==> src/zors_pkg.sv <==
package zors_pkg;

    // stack depth and derived widths
    localparam int CAPACITY = 64;
    localparam int IDX_W    = $clog2(CAPACITY);
    localparam int CNT_W    = $clog2(CAPACITY + 1);

    // port field widths
    localparam int IN_DATA_W  = 64;
    localparam int OUT_DATA_W = 24;
    localparam int HIT_W      = 6;
    localparam int NUM_W      = 7;

    // item kinds
    localparam logic [2:0] KIND_ADD        = 3'd0;
    localparam logic [2:0] KIND_FIND       = 3'd1;
    localparam logic [2:0] KIND_RAISE      = 3'd2;
    localparam logic [2:0] KIND_LOWER      = 3'd3;
    localparam logic [2:0] KIND_REMOVE     = 3'd4;
    localparam logic [2:0] KIND_REMOVE_ALL = 3'd5;

    // result status codes
    localparam logic [1:0] STATUS_OK   = 2'd0;
    localparam logic [1:0] STATUS_MISS = 2'd1;
    localparam logic [1:0] STATUS_FULL = 2'd2;

    // one stored rectangle
    typedef struct packed {
        logic signed [15:0] left;
        logic signed [15:0] top;
        logic        [14:0] w;
        logic        [14:0] h;
    } rect_t;

    // point under test
    typedef struct packed {
        logic signed [15:0] x;
        logic signed [15:0] y;
    } point_t;

endpackage

==> src/zors_cover.sv <==
module zors_cover
(
    input  zors_pkg::rect_t  rect,
    input  zors_pkg::point_t pt,
    output logic             hit
);

    logic signed [16:0] x1;
    logic signed [16:0] x2;
    logic signed [16:0] y1;
    logic signed [16:0] y2;
    logic signed [16:0] px;
    logic signed [16:0] py;

    // edges widened by one bit so the far edge cannot overflow
    assign x1 = {rect.left[15], rect.left};
    assign y1 = {rect.top[15], rect.top};
    assign x2 = $signed(x1 + {2'b00, rect.w});
    assign y2 = $signed(y1 + {2'b00, rect.h});
    assign px = {pt.x[15], pt.x};
    assign py = {pt.y[15], pt.y};

    // both edges inclusive
    assign hit = (px >= x1) && (px <= x2) && (py >= y1) && (py <= y2);

endmodule

==> src/z_ordered_rectangle_stack_unit.sv <==
// channel | direction | tvalid/tready | payload
// s_      | in        | one word/item | tuser: kind; tdata: pos_x, pos_y, width, height
// m_      | out       | one word/item | tuser: status; tdata: hit, removed, entry count
//
// from one taken word to the next: add writes at once and goes straight to the result; find
// scans every entry; raise and lower add a shift pass and a place step, remove a shift
// pass; remove all compacts during its single scan.
// every pass goes through the one read port of the rectangle memory, one entry a cycle.
// reset clears the entry count; memory contents need no clearing.
// a new word is taken while an earlier result still waits on m_; a stalled result
// holds the block at its final step until taken.
module z_ordered_rectangle_stack_unit
(
    input  logic                               clk,
    input  logic                               rst_n,
    input  logic                               s_tvalid,
    output logic                               s_tready,
    // [15:0] pos_x, [31:16] pos_y, [46:32] rect_width, [61:47] rect_height
    input  logic [zors_pkg::IN_DATA_W-1:0]     s_tdata,
    // [2:0] kind
    input  logic [2:0]                         s_tuser,
    output logic                               m_tvalid,
    input  logic                               m_tready,
    // [5:0] hit_index, [12:6] removed_count, [19:13] entry_count
    output logic [zors_pkg::OUT_DATA_W-1:0]    m_tdata,
    // [1:0] status
    output logic [1:0]                         m_tuser
);

    typedef enum logic [2:0] {
        ST_IDLE,
        ST_SCAN,
        ST_SHIFT,
        ST_PLACE,
        ST_FINISH
    } state_t;

    state_t                          state_reg;
    logic [2:0]                      kind_reg;
    zors_pkg::point_t                pt_reg;
    logic [zors_pkg::CNT_W-1:0]      count_reg;
    logic [zors_pkg::CNT_W-1:0]      rd_idx_reg;
    logic                            pipe_vld_reg;
    logic [zors_pkg::IDX_W-1:0]      pipe_idx_reg;
    logic [zors_pkg::CNT_W-1:0]      wr_k_reg;
    logic                            found_reg;
    logic [zors_pkg::IDX_W-1:0]      hit_reg;
    zors_pkg::rect_t                 saved_reg;
    logic [zors_pkg::CNT_W-1:0]      removed_reg;
    logic [1:0]                      status_reg;
    logic [zors_pkg::CNT_W-1:0]      left_reg;
    logic [zors_pkg::IDX_W-1:0]      src_reg;
    logic                            m_tvalid_reg;
    logic [zors_pkg::OUT_DATA_W-1:0] m_tdata_reg;
    logic [1:0]                      m_tuser_reg;

    // rectangle memory
    zors_pkg::rect_t                 mem [zors_pkg::CAPACITY];
    zors_pkg::rect_t                 rd_data_reg;
    logic                            mem_we;
    logic [zors_pkg::IDX_W-1:0]      mem_waddr;
    zors_pkg::rect_t                 mem_wdata;
    logic                            mem_re;
    logic [zors_pkg::IDX_W-1:0]      mem_raddr;

    logic                            cover_hit;
    logic                            is_lower;
    logic                            is_rm_all;
    logic                            has_room;
    zors_pkg::rect_t                 in_rect;

    assign s_tready  = (state_reg == ST_IDLE);
    assign m_tvalid  = m_tvalid_reg;
    assign m_tdata   = m_tdata_reg;
    assign m_tuser   = m_tuser_reg;

    assign is_lower  = (kind_reg == zors_pkg::KIND_LOWER);
    assign is_rm_all = (kind_reg == zors_pkg::KIND_REMOVE_ALL);
    assign has_room  = (count_reg < zors_pkg::CNT_W'(zors_pkg::CAPACITY));

    assign in_rect.left = s_tdata[15:0];
    assign in_rect.top  = s_tdata[31:16];
    assign in_rect.w    = s_tdata[46:32];
    assign in_rect.h    = s_tdata[61:47];

    // hit test on the word just read
    zors_cover u_cover
    (
        .rect (rd_data_reg),
        .pt   (pt_reg),
        .hit  (cover_hit)
    );

    // memory port control
    always_comb
    begin
        mem_we    = 1'b0;
        mem_waddr = '0;
        mem_wdata = saved_reg;
        mem_re    = 1'b0;
        mem_raddr = '0;
        unique case (state_reg)
            ST_IDLE:
            begin
                if (s_tvalid && (s_tuser == zors_pkg::KIND_ADD) && has_room)
                begin
                    mem_we    = 1'b1;
                    mem_waddr = count_reg[zors_pkg::IDX_W-1:0];
                    mem_wdata = in_rect;
                end
            end
            ST_SCAN:
            begin
                mem_re    = (rd_idx_reg < count_reg);
                mem_raddr = rd_idx_reg[zors_pkg::IDX_W-1:0];
                // compaction keeps uncovered entries, moving them down
                if (is_rm_all && pipe_vld_reg && !cover_hit &&
                    (wr_k_reg[zors_pkg::IDX_W-1:0] != pipe_idx_reg))
                begin
                    mem_we    = 1'b1;
                    mem_waddr = wr_k_reg[zors_pkg::IDX_W-1:0];
                    mem_wdata = rd_data_reg;
                end
            end
            ST_SHIFT:
            begin
                mem_re    = (left_reg != '0);
                mem_raddr = src_reg;
                if (pipe_vld_reg)
                begin
                    mem_we    = 1'b1;
                    mem_waddr = pipe_idx_reg;
                    mem_wdata = rd_data_reg;
                end
            end
            ST_PLACE:
            begin
                mem_we    = 1'b1;
                mem_waddr = is_lower ? '0
                          : zors_pkg::IDX_W'(count_reg - zors_pkg::CNT_W'(1));
            end
            ST_FINISH:
            begin
                mem_we = 1'b0;
            end
            default:
            begin
                mem_we = 1'b0;
            end
        endcase
    end

    // memory with registered read
    always_ff @(posedge clk)
    begin
        if (mem_we)
        begin
            mem[mem_waddr] <= mem_wdata;
        end
        if (mem_re)
        begin
            rd_data_reg <= mem[mem_raddr];
        end
    end

    // sequencer and result register
    always_ff @(posedge clk or negedge rst_n)
    begin
        if (!rst_n)
        begin
            state_reg    <= ST_IDLE;
            kind_reg     <= '0;
            pt_reg       <= '0;
            count_reg    <= '0;
            rd_idx_reg   <= '0;
            pipe_vld_reg <= 1'b0;
            pipe_idx_reg <= '0;
            wr_k_reg     <= '0;
            found_reg    <= 1'b0;
            hit_reg      <= '0;
            saved_reg    <= '0;
            removed_reg  <= '0;
            status_reg   <= zors_pkg::STATUS_OK;
            left_reg     <= '0;
            src_reg      <= '0;
            m_tvalid_reg <= 1'b0;
            m_tdata_reg  <= '0;
            m_tuser_reg  <= zors_pkg::STATUS_OK;
        end
        else
        begin
            // a taken result word frees the output register
            if (m_tready && (state_reg != ST_FINISH))
            begin
                m_tvalid_reg <= 1'b0;
            end
            unique case (state_reg)
                ST_IDLE:
                begin
                    if (s_tvalid)
                    begin
                        kind_reg     <= s_tuser;
                        pt_reg.x     <= s_tdata[15:0];
                        pt_reg.y     <= s_tdata[31:16];
                        rd_idx_reg   <= '0;
                        pipe_vld_reg <= 1'b0;
                        wr_k_reg     <= '0;
                        found_reg    <= 1'b0;
                        removed_reg  <= '0;
                        if (s_tuser == zors_pkg::KIND_ADD)
                        begin
                            if (has_room)
                            begin
                                hit_reg    <= count_reg[zors_pkg::IDX_W-1:0];
                                status_reg <= zors_pkg::STATUS_OK;
                                count_reg  <= count_reg + zors_pkg::CNT_W'(1);
                            end
                            else
                            begin
                                hit_reg    <= '0;
                                status_reg <= zors_pkg::STATUS_FULL;
                            end
                            state_reg <= ST_FINISH;
                        end
                        else if (s_tuser <= zors_pkg::KIND_REMOVE_ALL)
                        begin
                            hit_reg    <= '0;
                            status_reg <= zors_pkg::STATUS_OK;
                            state_reg  <= ST_SCAN;
                        end
                        else
                        begin
                            hit_reg    <= '0;
                            status_reg <= zors_pkg::STATUS_OK;
                            state_reg  <= ST_FINISH;
                        end
                    end
                end
                ST_SCAN:
                begin
                    pipe_vld_reg <= mem_re;
                    pipe_idx_reg <= rd_idx_reg[zors_pkg::IDX_W-1:0];
                    if (mem_re)
                    begin
                        rd_idx_reg <= rd_idx_reg + zors_pkg::CNT_W'(1);
                    end
                    // compare the word read last cycle
                    if (pipe_vld_reg)
                    begin
                        if (cover_hit)
                        begin
                            found_reg <= 1'b1;
                            hit_reg   <= pipe_idx_reg;
                            saved_reg <= rd_data_reg;
                            if (is_rm_all)
                            begin
                                removed_reg <= removed_reg + zors_pkg::CNT_W'(1);
                            end
                        end
                        else if (is_rm_all)
                        begin
                            wr_k_reg <= wr_k_reg + zors_pkg::CNT_W'(1);
                        end
                    end
                    // pass done: pick the follow-up step
                    if (!mem_re && !pipe_vld_reg)
                    begin
                        if (!found_reg)
                        begin
                            status_reg <= zors_pkg::STATUS_MISS;
                            state_reg  <= ST_FINISH;
                        end
                        else
                        begin
                            priority case (kind_reg)
                                zors_pkg::KIND_REMOVE_ALL:
                                begin
                                    count_reg <= wr_k_reg;
                                    state_reg <= ST_FINISH;
                                end
                                zors_pkg::KIND_RAISE, zors_pkg::KIND_REMOVE:
                                begin
                                    left_reg  <= count_reg - zors_pkg::CNT_W'(1)
                                               - zors_pkg::CNT_W'(hit_reg);
                                    src_reg   <= hit_reg + zors_pkg::IDX_W'(1);
                                    state_reg <= ST_SHIFT;
                                end
                                zors_pkg::KIND_LOWER:
                                begin
                                    left_reg  <= zors_pkg::CNT_W'(hit_reg);
                                    src_reg   <= hit_reg - zors_pkg::IDX_W'(1);
                                    state_reg <= ST_SHIFT;
                                end
                                default:
                                begin
                                    state_reg <= ST_FINISH;
                                end
                            endcase
                        end
                    end
                end
                ST_SHIFT:
                begin
                    pipe_vld_reg <= mem_re;
                    pipe_idx_reg <= is_lower ? src_reg + zors_pkg::IDX_W'(1)
                                             : src_reg - zors_pkg::IDX_W'(1);
                    if (mem_re)
                    begin
                        left_reg <= left_reg - zors_pkg::CNT_W'(1);
                        src_reg  <= is_lower ? src_reg - zors_pkg::IDX_W'(1)
                                             : src_reg + zors_pkg::IDX_W'(1);
                    end
                    if (!mem_re && !pipe_vld_reg)
                    begin
                        if (kind_reg == zors_pkg::KIND_REMOVE)
                        begin
                            count_reg   <= count_reg - zors_pkg::CNT_W'(1);
                            removed_reg <= zors_pkg::CNT_W'(1);
                            state_reg   <= ST_FINISH;
                        end
                        else
                        begin
                            state_reg <= ST_PLACE;
                        end
                    end
                end
                ST_PLACE:
                begin
                    state_reg <= ST_FINISH;
                end
                ST_FINISH:
                begin
                    // hand over the result word once the output register is free
                    if (!m_tvalid_reg || m_tready)
                    begin
                        m_tvalid_reg <= 1'b1;
                        m_tuser_reg  <= status_reg;
                        m_tdata_reg  <= zors_pkg::OUT_DATA_W'({
                            zors_pkg::NUM_W'(count_reg),
                            zors_pkg::NUM_W'(removed_reg),
                            zors_pkg::HIT_W'(hit_reg)});
                        state_reg    <= ST_IDLE;
                    end
                end
                default:
                begin
                    state_reg <= ST_IDLE;
                end
            endcase
        end
    end

endmodule

==> config.mk <==
export PLATFORM = sky130hd
export DESIGN_NAME = z_ordered_rectangle_stack_unit
export DESIGN_NICKNAME = d
export VERILOG_FILES = /design/src/zors_pkg.sv /design/src/zors_cover.sv /design/src/z_ordered_rectangle_stack_unit.sv
export SDC_FILE = /design/constraint.sdc
export NUM_CORES = 2
export LEC_CHECK = 0
export BUFFER_PORTS_ARGS = -buffer_cell sky130_fd_sc_hd__buf_4
export CORE_MARGIN = 3
export CORE_UTILIZATION = 53
export CTS_CLUSTER_DIAMETER = 200
export DETAILED_ROUTE_END_ITERATION = 10
export GPL_TIMING_DRIVEN = 0
export PLACE_DENSITY_LB_ADDON = 0.25
export SLEW_MARGIN = 20
export SYNTH_ARGS = -nofsm -noshare
export SYNTH_HDL_FRONTEND = slang
export SYNTH_SLANG_ARGS = --single-unit
==> constraint.sdc <==
create_clock -name clk -period 14.3 [get_ports clk]
set_clock_uncertainty 0.15 [all_clocks]
set_input_delay 2.86 -clock clk [delete_from_list [all_inputs] [get_ports clk]]
set_output_delay 2.86 -clock clk [all_outputs]
set_load 0.02 [all_outputs]
==> results.md <==
- Post-layout util: 0.626
- Area Growth Syn to Fin: 17.5%
- Slew @ Worst Pin: 1.37 ns
- Final ANT Viol Nets: 0
- DIE AREA: 324000 um2
- Cell count after synthesis: 8682
- Worst setup SP type: flop
- CTS Root Cell: clkbuf_16
- Row cnt: 206
- Peak VDD IR: 0.171 mV
- Internal Power: between 0.02 and 0.03 W
- Max Transition Viols Final: 0
- Dominant synthesized flop cell: edfxtp_1
- Final worst slack: roughly 4.2 ns
- Nets: 9943
- Post-Synth Simple-Gate Area: 0.0353
- Post-synthesis adder-cell area fraction: 0.00949
- RSZ-0062 raised after global routing: no
- Core Area: 315000 um2
- Worst setup startpoint: rd_data_reg[16]$_DFFE_PP_
- Synth Area in Compound Gates: 0.0538
- Final WL: approximately 480000 um
- Port buffer count: 92
- Initial antenna violation count: slightly below 50
- Worst Path Max Fanout: 8
- Largest register FFs: between 3000 and 4000
- WL/cell: 33.6 um
- # Max-Cap Violations: 0
- Insertion delay to the later sink of the worst-skew pair: 0.97 ns
- Final period util: 0.708
- Layout cells sized above 1: 0.259
- Syn_area_per_cell: 19.3 um2
- WP data arrival: 10.62 ns
- Synthesized area: about 170000 um2
- Number of global-route vias before repair: 93000
- Total setup buffers inserted after CTS: 0
- Combinational share of power: 0.262
- Final Hold Fails: 0
- Switching part of the total: 0.305
- Register area: 126000 um2
- CTS tree: yes
- Layout filler cell count: approximately 21000
- Area share of the largest cell type after synthesis: 0.720
- F_max: 98.8 MHz
- DRC: 0
- Die width: 569 um
- Drt first pass iters: 8
- Multi-input gate area: 41700 um2
- Placed Cells: 13500
- Longest Clk Path Bufs: 4
- Pwr Density: 188 nW/um2
- Hold buffers post-CTS: 0
- R2R Path Start: rd_data_reg[16]$_DFFE_PP_
- Total power draw: 0.0370 W
- Tmin final: 10.12 ns
- #FFs+latches synth: 4210
- Worst Setup EP: mem[11][46]$_DFFE_PP_
- Psw: 0.0113 W
- Pleak: 64.0 nW
- Setup TNS Final: 0 ns
- Largest area contributor in the netlist: edfxtp_1
- Synth cell count leaders: edfxtp_1 (4030), mux4_2 (992), nand2_1 (729)
- Flop pwr share: 0.440
- H-tree Lvls: 5
- XOR/XNOR Fraction of Synth Area: 0.00308
- Final non-filler cell total: 14300
- Hpwl dp: 343000 um
- YS warnings: 0
- Num CTS Buffers: 422
- Vias per cell: 6.54
- CTS sink cnt: ~4200
- Pin count of the biggest net entering global routing: 88
- Status: complete, no violations
- Required time of the critical path: 14.80 ns
- Main combinational cell family by area after synthesis: multiplexers
- First-pass GRT wire length: 685000 um
- Asr flop ratio synth: 0.0428
- WS Path Type: flop to flop
- Post-synthesis cell type count: 77
- Starting density of the core: 0.533
- Total GRT Usage: 0.297
- Portion of netlist area occupied by mux cells: 0.136
- Pre-CTS setup slack: between 4 and 5 ns
- R2R Setup Slk: approximately 4.2 ns
- Hold Crit Class: flop to flop
- Remaining global-route overflow: 0
- Via count: 93500
- Count leader, synth: edfxtp_1
- GPL Wtd Cong: 0.995
- Post-synthesis sequential area ratio: 0.747
- Setup violations, final: 0
- Post-synth EDFFs: just over 4000
- CP Capture Type: flop
- Largest cells by area after synthesis: edfxtp_1 (72%), mux4_2 (13%), dfrtp_1 (2.7%), nand2_1 (1.6%), a211oi_1 (1.5%)
- Reg2Reg Depth: 26
- Worst flop-to-flop path endpoint: mem[11][46]$_DFFE_PP_
- Slew headroom: 0.0802
- DRT iter0 DRCs: 13300
- Die H: 569 um
- Clock share of power: 0.299
- Post-CTS resize count: 0
- I/O pins: 99
- Clk slew on worst S/H paths: ~0.060 ns
-- stage by stage --
step	instance area, um2	hold WS [ns]
finish	197000	0.336
global route	197000	0.353
CTS	197000	0.339
detailed placement	183000	0.327
global placement	174000	0.317
floorplan	168000	0.307
-- power by group through the flow --
stage | Sequential, W | Clock, W | Combinational [W]
after floorplan | 0.0166 | 0 | 0.00471
after global placement | 0.0170 | 0 | 0.00761
after detailed placement | 0.0165 | 0 | 0.00953
after CTS | 0.0163 | 0.0112 | 0.00957
after global routing | 0.0163 | 0.0117 | 0.0103
final | 0.0163 | 0.0111 | 0.00970
-- cell usage in the layout (no fill, tap or decap), types with 82 or more instances in the layout --
master,instances
buf_2,242
nand2_1,729
buf_4,236
and2_1,248
buf_16,102
a311oi_1,126
a211oi_1,285
ha_1,121
o21ai_0,173
clkbuf_16,432
dfrtp_1,180
buf_12,148
a21oi_1,329
clkinv_1,92
mux4_2,992
clkbuf_1,424
edfxtp_1,4030
a31oi_1,132
inv_1,82
-- cell type report --
type / instances / area share
Multi-Input combinational cell: 3844 / 0.211
Antenna cell: 35 / 0.000444
Sequential cell: 4210 / 0.636
Clock buffer: 518 / 0.0566
Tap cell: 4160 / 0.0264
Clock inverter: 259 / 0.0133
Inverter: 84 / 0.00160
Timing Repair Buffer: 638 / 0.0429
Buffer: 547 / 0.0115
-- cell families (layout without fill, tap and decap cells) --
| group | Yosys count | in the layout |
|---|---|---|
| buf+inv | 631 | 2046 |
| fa+ha+maj | 125 | 125 |
| simple gates | 1285 | 1285 |
| other cells | 1 | 39 |
| compound gates | 1331 | 1331 |
| mux | 1040 | 1040 |
| xor+xnor | 59 | 59 |
| flops | 4210 | 4210 |
-- routing by layer --
metal  global-route usage  vias up  routed length [um]
li1                     -    38000                   -
met1                0.401    48800              177000
met2                0.461     5719              226000
met3               0.0829      983               55400
met4                0.121       22               22600
met5              0.00521        -                 377
-- worst max-delay path, cell delays in order, from the launching register on --
cell	delay (ns)
edfxtp_1	0.69
inv_1	0.34
fa_1	0.52
nor2b_1	0.13
o21ai_0	0.11
a21oi_1	0.26
o21ai_0	0.16
a21oi_1	0.25
a211oi_1	0.14
o31ai_1	0.25
a21oi_1	0.14
xnor2_1	0.15
ha_1	0.29
a21o_1	0.17
a2111oi_0	0.54
a31oi_1	0.44
o31a_1	0.55
a21oi_1	0.94
nand3_1	1.02
nor4_2	0.83
buf_4	0.28
buf_2	0.25
buf_2	0.26
buf_2	0.22
buf_2	0.24
buf_2	0.24
buf_2	0.21
-- worst min-delay path by stage --
stage | from | end | slack, ns | depth (start not counted)
finish | m_tdata[10]$_DFFE_PN0P_ | m_tdata[10]$_DFFE_PN0P_ | 0.34 | 2
CTS | m_tdata[16]$_DFFE_PN0P_ | m_tdata[16]$_DFFE_PN0P_ | 0.34 | 2
floorplan | left_reg[6]$_DFFE_PN0P_ | left_reg[6]$_DFFE_PN0P_ | 0.31 | 1
global route | m_tdata[2]$_DFFE_PN0P_ | m_tdata[2]$_DFFE_PN0P_ | 0.35 | 2
detailed placement | m_tdata[16]$_DFFE_PN0P_ | m_tdata[16]$_DFFE_PN0P_ | 0.33 | 2
global placement | m_tdata[2]$_DFFE_PN0P_ | m_tdata[2]$_DFFE_PN0P_ | 0.32 | 2
No activity file was read; power rests on OpenSTA's default activity.
